<file path="src/design/utv_pkg.sv">
`timescale 1ns / 1ps
`default_nettype none
// Shared types and constants for the UTF-8 text validator.
// Used by utv_track and utf8_text_validator; depends on nothing.

package utv_pkg;

    localparam int MAX_TEXT_BYTES_DEF = 65535;

    localparam int CFG_DATA_W  = 16;
    localparam int CFG_INDEX_W = 2;

    localparam logic [CFG_INDEX_W-1:0] REG_MIN_LENGTH = 2'd0;
    localparam logic [CFG_INDEX_W-1:0] REG_MAX_LENGTH = 2'd1;

    localparam logic KIND_BYTE = 1'b0;
    localparam logic KIND_END  = 1'b1;

    localparam logic [1:0] VERDICT_OK      = 2'd0;
    localparam logic [1:0] VERDICT_LENGTH  = 2'd1;
    localparam logic [1:0] VERDICT_NUL     = 2'd2;
    localparam logic [1:0] VERDICT_BAD_UTF = 2'd3;

    localparam logic [2:0] RANGE_ANY   = 3'd0;
    localparam logic [2:0] RANGE_A0_BF = 3'd1;
    localparam logic [2:0] RANGE_80_9F = 3'd2;
    localparam logic [2:0] RANGE_90_BF = 3'd3;
    localparam logic [2:0] RANGE_80_8F = 3'd4;

    localparam logic [7:0] BYTE_NUL       = 8'h00;
    localparam logic [7:0] BYTE_ASCII_MAX = 8'h7f;
    localparam logic [7:0] CONT_MASK      = 8'hc0;
    localparam logic [7:0] CONT_TAG       = 8'h80;
    localparam logic [7:0] LEAD2_LO       = 8'hc2;
    localparam logic [7:0] LEAD2_HI       = 8'hdf;
    localparam logic [7:0] LEAD3_LO       = 8'he0;
    localparam logic [7:0] LEAD3_HI       = 8'hef;
    localparam logic [7:0] LEAD3_ED       = 8'hed;
    localparam logic [7:0] LEAD4_LO       = 8'hf0;
    localparam logic [7:0] LEAD4_HI       = 8'hf4;
    localparam logic [7:0] CONT_80        = 8'h80;
    localparam logic [7:0] CONT_8F        = 8'h8f;
    localparam logic [7:0] CONT_90        = 8'h90;
    localparam logic [7:0] CONT_9F        = 8'h9f;
    localparam logic [7:0] CONT_A0        = 8'ha0;
    localparam logic [7:0] CONT_BF        = 8'hbf;

    typedef struct packed {
        logic       kind;
        logic [7:0] data_byte;
    } t_in_item;

    typedef struct packed {
        logic [1:0]  verdict;
        logic [16:0] text_length;
    } t_out_item;

    typedef struct packed {
        logic [1:0] pending;
        logic [2:0] next_range;
        logic       nul_seen;
        logic       utf8_bad;
    } t_text_flags;

endpackage

`default_nettype wire

</file>
<file path="src/design/utv_track.sv">
`timescale 1ns / 1ps
`default_nettype none
// Per-text state: saturating byte counter, NUL flag and strict UTF-8 decoder.
// Depends on utv_pkg.

module utv_track #(
    parameter int MAX_TEXT_BYTES = utv_pkg::MAX_TEXT_BYTES_DEF,
    parameter int CNT_W          = $clog2(MAX_TEXT_BYTES + 2)
) (
    input  wire logic               i_clk,
    input  wire logic               i_rst_n,
    input  wire logic               i_take_byte,
    input  wire logic               i_clear,
    input  wire logic [7:0]         i_byte,
    output      logic [CNT_W-1:0]   o_count,
    output      utv_pkg::t_text_flags o_flags
);
    import utv_pkg::*;

    localparam logic [CNT_W-1:0] COUNT_CAP = CNT_W'(MAX_TEXT_BYTES + 1);

    logic [CNT_W-1:0] r_count;
    logic [CNT_W-1:0] n_count;
    t_text_flags      r_flags;
    t_text_flags      n_flags;
    logic             w_in_range;
    logic             w_as_lead;

    always_comb begin
        unique case (r_flags.next_range)
            RANGE_A0_BF: w_in_range = (i_byte >= CONT_A0) && (i_byte <= CONT_BF);
            RANGE_80_9F: w_in_range = (i_byte >= CONT_80) && (i_byte <= CONT_9F);
            RANGE_90_BF: w_in_range = (i_byte >= CONT_90) && (i_byte <= CONT_BF);
            RANGE_80_8F: w_in_range = (i_byte >= CONT_80) && (i_byte <= CONT_8F);
            default:     w_in_range = (i_byte & CONT_MASK) == CONT_TAG;
        endcase
    end

    always_comb begin
        n_count   = r_count;
        n_flags   = r_flags;
        w_as_lead = 1'b0;
        if (i_clear) begin
            n_count = '0;
            n_flags = '0;
        end else if (i_take_byte) begin
            w_as_lead = 1'b1;
            if (r_count < COUNT_CAP) begin
                n_count = r_count + 1'b1;
            end
            if (i_byte == BYTE_NUL) begin
                n_flags.nul_seen = 1'b1;
            end
            if (r_flags.pending != 2'd0) begin
                n_flags.next_range = RANGE_ANY;
                if (w_in_range) begin
                    n_flags.pending = r_flags.pending - 2'd1;
                    w_as_lead       = 1'b0;
                end else begin
                    n_flags.utf8_bad = 1'b1;
                    n_flags.pending  = 2'd0;
                end
            end
            if (w_as_lead) begin
                priority if (i_byte <= BYTE_ASCII_MAX) begin
                    n_flags.pending = n_flags.pending;
                end else if (i_byte >= LEAD2_LO && i_byte <= LEAD2_HI) begin
                    n_flags.pending    = 2'd1;
                    n_flags.next_range = RANGE_ANY;
                end else if (i_byte >= LEAD3_LO && i_byte <= LEAD3_HI) begin
                    n_flags.pending = 2'd2;
                    if (i_byte == LEAD3_LO) begin
                        n_flags.next_range = RANGE_A0_BF;
                    end else if (i_byte == LEAD3_ED) begin
                        n_flags.next_range = RANGE_80_9F;
                    end else begin
                        n_flags.next_range = RANGE_ANY;
                    end
                end else if (i_byte >= LEAD4_LO && i_byte <= LEAD4_HI) begin
                    n_flags.pending = 2'd3;
                    if (i_byte == LEAD4_LO) begin
                        n_flags.next_range = RANGE_90_BF;
                    end else if (i_byte == LEAD4_HI) begin
                        n_flags.next_range = RANGE_80_8F;
                    end else begin
                        n_flags.next_range = RANGE_ANY;
                    end
                end else begin
                    n_flags.utf8_bad = 1'b1;
                end
            end
        end
    end

    always_ff @(posedge i_clk) begin
        if (!i_rst_n) begin
            r_count <= '0;
            r_flags <= '0;
        end else begin
            r_count <= n_count;
            r_flags <= n_flags;
        end
    end

    assign o_count = r_count;
    assign o_flags = r_flags;

    a_count_capped: assert property (@(posedge i_clk) disable iff (!i_rst_n)
        r_count <= COUNT_CAP)
        else $error("byte counter passed its cap");

    a_range_needs_pending: assert property (@(posedge i_clk) disable iff (!i_rst_n)
        (r_flags.next_range != RANGE_ANY) |-> (r_flags.pending != 2'd0))
        else $error("restricted range without an owed continuation");

    a_clear_empties: assert property (@(posedge i_clk) disable iff (!i_rst_n)
        i_clear |=> (r_count == '0) && (r_flags == '0))
        else $error("text state not cleared after end beat");

endmodule

`default_nettype wire

</file>
<file path="src/design/utf8_text_validator.sv">
`timescale 1ns / 1ps
`default_nettype none
// UTF-8 text validator top level: input register, text tracker, verdict and result register.
// Depends on utv_pkg and utv_track.
//
// A text arrives on the input channel as byte beats (kind 0) closed by one end
// beat (kind 1). Byte beats give no result. The end beat gives one result beat
// with the verdict (length out of range, NUL present, invalid UTF-8, or ok, in
// that priority) and the saturated byte count, and the text state clears.
// The input channel takes one beat per clock cycle while o_in_stall is low.
// A beat is held in the input register, where it updates the text state; an
// end beat then loads the result register, which drives o_out_valid.
// The result register frees as its beat is taken, so a new end beat can follow
// every cycle. When the receiver stalls with a result held, byte beats keep
// flowing; an end beat waits in the input register and o_in_stall rises.
// The user must write min_length and max_length through the configuration port only
// while the block is idle; the block itself does not enforce this. Reset clears the
// text state, both valids and the registers to min_length 0 and max_length 65535.

module utf8_text_validator #(
    parameter int MAX_TEXT_BYTES = utv_pkg::MAX_TEXT_BYTES_DEF
) (
    input  wire logic                              i_clk,
    input  wire logic                              i_rst_n,
    input  wire logic                              i_in_valid,
    output      logic                              o_in_stall,
    input  wire utv_pkg::t_in_item                 i_in_item,
    output      logic                              o_out_valid,
    input  wire logic                              i_out_stall,
    output      utv_pkg::t_out_item                o_out_item,
    input  wire logic                              i_cfg_we,
    input  wire logic [utv_pkg::CFG_INDEX_W-1:0]   i_cfg_index,
    input  wire logic [utv_pkg::CFG_DATA_W-1:0]    i_cfg_data
);
    import utv_pkg::*;

    localparam int CNT_W = $clog2(MAX_TEXT_BYTES + 2);
    localparam int CMP_W = (CNT_W > CFG_DATA_W) ? CNT_W : CFG_DATA_W;

    logic [CFG_DATA_W-1:0] r_min_length;
    logic [CFG_DATA_W-1:0] r_max_length;

    logic      r_in_valid;
    t_in_item  r_in_item;
    logic      r_out_valid;
    t_out_item r_out_item;
    t_out_item n_out_item;

    logic             w_out_free;
    logic             w_advance;
    logic             w_is_end;
    logic [CNT_W-1:0] w_count;
    t_text_flags      w_flags;
    logic [CMP_W-1:0] w_count_x;
    logic             w_len_bad;

    always_ff @(posedge i_clk) begin
        if (!i_rst_n) begin
            r_min_length <= '0;
            r_max_length <= '1;
        end else if (i_cfg_we) begin
            if (i_cfg_index == REG_MIN_LENGTH) begin
                r_min_length <= i_cfg_data;
            end
            if (i_cfg_index == REG_MAX_LENGTH) begin
                r_max_length <= i_cfg_data;
            end
        end
    end

    assign w_is_end   = r_in_item.kind == KIND_END;
    assign w_out_free = !r_out_valid || !i_out_stall;
    assign w_advance  = r_in_valid && (!w_is_end || w_out_free);
    assign o_in_stall = r_in_valid && !w_advance;

    always_ff @(posedge i_clk) begin
        if (!i_rst_n) begin
            r_in_valid <= 1'b0;
        end else if (!o_in_stall) begin
            r_in_valid <= i_in_valid;
        end
    end

    always_ff @(posedge i_clk) begin
        if (i_in_valid && !o_in_stall) begin
            r_in_item <= i_in_item;
        end
    end

    utv_track #(
        .MAX_TEXT_BYTES (MAX_TEXT_BYTES),
        .CNT_W          (CNT_W)
    ) u_track (
        .i_clk       (i_clk),
        .i_rst_n     (i_rst_n),
        .i_take_byte (w_advance && !w_is_end),
        .i_clear     (w_advance && w_is_end),
        .i_byte      (r_in_item.data_byte),
        .o_count     (w_count),
        .o_flags     (w_flags)
    );

    assign w_count_x = CMP_W'(w_count);
    assign w_len_bad = (w_count_x < CMP_W'(r_min_length))
                    || (w_count_x > CMP_W'(r_max_length))
                    || (w_count_x > CMP_W'(MAX_TEXT_BYTES));

    always_comb begin
        n_out_item.text_length = 17'(w_count);
        priority if (w_len_bad) begin
            n_out_item.verdict = VERDICT_LENGTH;
        end else if (w_flags.nul_seen) begin
            n_out_item.verdict = VERDICT_NUL;
        end else if (w_flags.utf8_bad || (w_flags.pending != 2'd0)) begin
            n_out_item.verdict = VERDICT_BAD_UTF;
        end else begin
            n_out_item.verdict = VERDICT_OK;
        end
    end

    always_ff @(posedge i_clk) begin
        if (!i_rst_n) begin
            r_out_valid <= 1'b0;
        end else if (w_out_free) begin
            r_out_valid <= w_advance && w_is_end;
        end
    end

    always_ff @(posedge i_clk) begin
        if (w_advance && w_is_end) begin
            r_out_item <= n_out_item;
        end
    end

    assign o_out_valid = r_out_valid;
    assign o_out_item  = r_out_item;

endmodule

`default_nettype wire
</file>
<file path="config.mk">
export PLATFORM = sky130hd
export DESIGN_NAME = utf8_text_validator
export DESIGN_NICKNAME = d
export VERILOG_FILES = /design/src/design/utv_pkg.sv /design/src/design/utv_track.sv /design/src/design/utf8_text_validator.sv
export SDC_FILE = /design/constraint.sdc
export NUM_CORES = 1
export LEC_CHECK = 0
export BUFFER_PORTS_ARGS = -buffer_cell sky130_fd_sc_hd__buf_2
export CAP_MARGIN = 20
export CORE_ASPECT_RATIO = 0.7
export CORE_MARGIN = 1
export CORE_UTILIZATION = 34
export CTS_CLUSTER_SIZE = 14
export DETAILED_ROUTE_END_ITERATION = 16
export MAX_ROUTING_LAYER = met4
export PLACE_DENSITY = 0.63
export SLEW_MARGIN = 20
export SYNTH_ARGS = -nofsm -noshare
export SYNTH_HDL_FRONTEND = slang
export SYNTH_SLANG_ARGS = --single-unit
</file>
<file path="constraint.sdc">
create_clock -name i_clk -period 3.4 [get_ports i_clk]
set_clock_uncertainty 0.1 [all_clocks]
set_input_delay 0.68 -clock i_clk [delete_from_list [all_inputs] [get_ports i_clk]]
set_output_delay 0.68 -clock i_clk [all_outputs]
set_load 0.01 [all_outputs]
</file>
==> out/results.md <==
### Outcome
- finished clean — outcome

### Clocking
- 2 — clock tree buffer depth
- 86 — count of clock tree sinks
- 9 — TritonCTS buffer count
- 0 — cts repair resizes
- 3 — count of H-tree levels built during CTS
- 0.06 ns — clock transition at the registers of the reported paths
- clkbuf_16 — clock root buffer
- 0 — count of hold-fix buffers inserted at cts
- 0 — post-CTS setup buffer count
- built — clock tree from TritonCTS
- 0.33 ns — Clk Latency, worst-skew pair

### Global routing
- 40 — maximum number of pins on one net before global-route repair
- 0 — number of antenna violations at the first check in global routing
- 3160 — number of global-route vias before repair
- 16000 um — first-pass GRT wire length
- 0 — total grt overflow
- 16.6% — GR Util All Layers

### STA
- 0 — final setup fails
- 2.30 ns — clock period minus final worst setup slack
- 0.435 GHz — achievable clock frequency
- 39.1% — worst-case headroom to the max-slew limit
- 0 ns — setup TNS after final layout
- 0 — max-slew violation total from the final report
- false — unrepaired setup endpoints after global routing
- 67.5% — Period Utilization, post-route
- 0.914 ns — transition at the pin with the smallest max-transition slack
- 0 — final hold violation count

### Setup path
- 2.38 ns — data arrival time of the worst path
- 9 — largest fanout on the critical path
- flip-flop — crit path capture type
- flip-flop — Setup crit start kind
- reg -> reg — start-to-end type of the worst setup path
- 3.48 ns — Req. time, crit path

### Synth
- 9.54 um^2 — Mean Syn Cell Area
- dfxtp_1 — most frequently used flop master after synthesis
- dfxtp_1 — cell taking the most area after synthesis
- 46.9% — fraction of the yosys area taken by sequential cells
- 0 — Yosys warning total
- 27.2% — Synth top area share
- 86 — Seq cells post-synth
- dfxtp_1 27%, edfxtp_1 20%, ha_1 10% — top cells by area in the synthesized netlist
- 28 — Post-synth EDFFs
- 0% — ys async rst share
- 447 — gate count after technology mapping
- 61 — number of unique standard cell types used by synthesis
- 0.00427 mm^2 — cell area after synthesis
- 513 — net count of the mapped netlist

### Layout
- 17.4% — share of final-layout standard cells stronger than drive strength 1
- 16.2% — synthesis-to-layout area growth
- 0 — number of antenna diodes
- 0.00200 mm^2 — area used by sequential logic in the layout
- 1178 — Filler Cells Inserted
- 0.00202 mm^2 — area used by multi-input combinational logic
- 561 — number of nets in the final layout

### Die
- 33 — floorplan row count
- 95.7 um — y dimension of the die
- 136 um — die outline width
- 53 — number of placed I/O pins
- 0.0120 mm^2 — placeable core area
- 0.0130 mm^2 — area of the die
- 35.6% — starting utilization of the core area

### Drt
- 14.8 um — detailed-route wire length per cell
- 5.07 — Avg Vias per Cell
- 0 — number of DRC violations after detailed routing
- 4 — number of search-and-repair iterations in the first detailed-routing pass
- 9750 um — total wire length after detailed routing
- 0 — number of antenna-violating nets in the routed design
- 236 — number of DRC violations after detailed-routing iteration 0
- 3328 — Vias

### Power
- 2.27 mW — total power of the final layout
- 2.11 nW — standby leakage power
- 458 mW/mm^2 — power per standard cell area
- 0.246 mV — maximum vdd ir drop

### Placement
- 7190 um — placed wire-length estimate
- 0.857 — Routability Congestion
- 52 — port buffer count

### Worst hold path
- reg -> reg — class of the worst hold path

### Run
- 0 — number of max-cap violations

==> placed cells by master, fill, tap and decap left out, types with 2 or more instances in the layout <==
cell type,instances
o21a_1,2
nor2_1,30
edfxtp_1,28
nand3_1,22
xor2_1,13
nand2_1,68
nor4_1,2
nand4_1,10
nor2b_1,4
nor3_1,3
nand2b_1,2
a21oi_1,19
o211ai_1,18
buf_4,4
nor3b_1,2
clkbuf_16,10
o22ai_1,3
dfxtp_1,58
xnor2_1,2
clkbuf_1,2
buf_2,52
a41oi_1,2
ha_1,34
a22oi_1,2
and4_1,2
o21ai_0,11
a21boi_0,16
nor3b_2,2
inv_1,37
and2_1,2
a21o_1,4
==> cell families after synthesis <==
logic type	after synthesis	share of synthesized area [%]
xor gates and xnor gates	15	3.08
AOI/OAI and AO/OA	93	15.6
buffers and inverters	57	5.86
and+or+nand+nor	162	18.6
adders and majority gates	34	9.97
DFF	86	46.9
==> cells in the mapped netlist, types with 4 or more instances <==
cell type   n
nor2b_1     4
a21o_1      4
o21ai_0    11
a21boi_0   16
inv_1      37
nand2_1    68
xor2_1     13
edfxtp_1   28
clkbuf_1    9
nor2_1     30
buf_2       4
dfxtp_1    58
o211ai_1   18
ha_1       34
nand3_1    22
nand4_1    10
a21oi_1    20
==> layer usage <==
layer | up-vias | global-route usage (%) | share of wire (%)
li1 | 1680 | - | -
met1 | 1516 | 22.9 | 49
met2 | 125 | 23.6 | 42
met3 | 7 | 4.58 | 7.4
met4 | 0 | 4.91 | 0.95
met5 | - | - | 0
==> area by class of cell <==
| class | count | area share [%] |
|---|---|---|
| repair buffers | 56 | 5.85 |
| clock buffers | 12 | 5.20 |
| multi-input cells | 304 | 40.7 |
| clock inverters | 4 | 1.06 |
| inverters | 38 | 2.88 |
| flip-flops and latches | 86 | 40.4 |
| well taps | 157 | 3.96 |
==> worst max-delay path: stages (launching register included) <==
cell and delay (ns):
dfxtp_1 0.50, nand4_1 0.16, nor3_1 0.44, and2_1 0.20
ha_1 0.14, nor2_1 0.04, a31oi_1 0.22, o21ai_0 0.15
nor3b_2 0.18
==> path summary, 6_finish.rpt <==
kind,start,endpoint,slack (ns),cells past startpoint
worst max register to register,u_track.o_count[3],o_out_item[18],1.10,8
worst max-delay path,u_track.o_count[3],o_out_item[18],1.10,8
worst min register to register,r_min_length[1],r_min_length[1],0.36,2
worst min-delay path,r_min_length[1],r_min_length[1],0.36,2
==> sequential cells by signal (all words and copies together), names as in the netlist <==
name             count
u_track.o_flags      7
r_in_item            8
r_in_valid           1
o_out_valid          1
r_min_length        16
w_is_end             1
r_max_length        16
u_track.o_count     17
o_out_item          19
==> per-stage QoR <==
| stage | hold slack [ns] | setup slack [ns] | instance area [um^2] | instances | util, % |
|---|---|---|---|---|---|
| 2_1_floorplan | 0.335 | 0.928 | 4270 | 447 | - |
| 3_3_place_gp | 0.346 | 1.26 | 4650 | 641 | 38.8 |
| 3_5_place_dp | 0.358 | 1.22 | 4650 | 641 | 38.8 |
| 4_1_cts | 0.367 | 1.17 | 4960 | 657 | 41.4 |
| 5_1_grt | 0.394 | 0.916 | 4960 | 657 | 41.4 |
| 6_report | 0.364 | 1.10 | 4960 | 657 | 41.4 |
==> power breakdown <==
group	total [mW]	internal (mW)	switching, mW
Sequential	1.11	1.09	0.0201
Combinational	0.154	0.0620	0.0918
Clock	1.01	0.617	0.390
Total	2.27	1.77	0.502
Power figures use the tool's default switching activity.
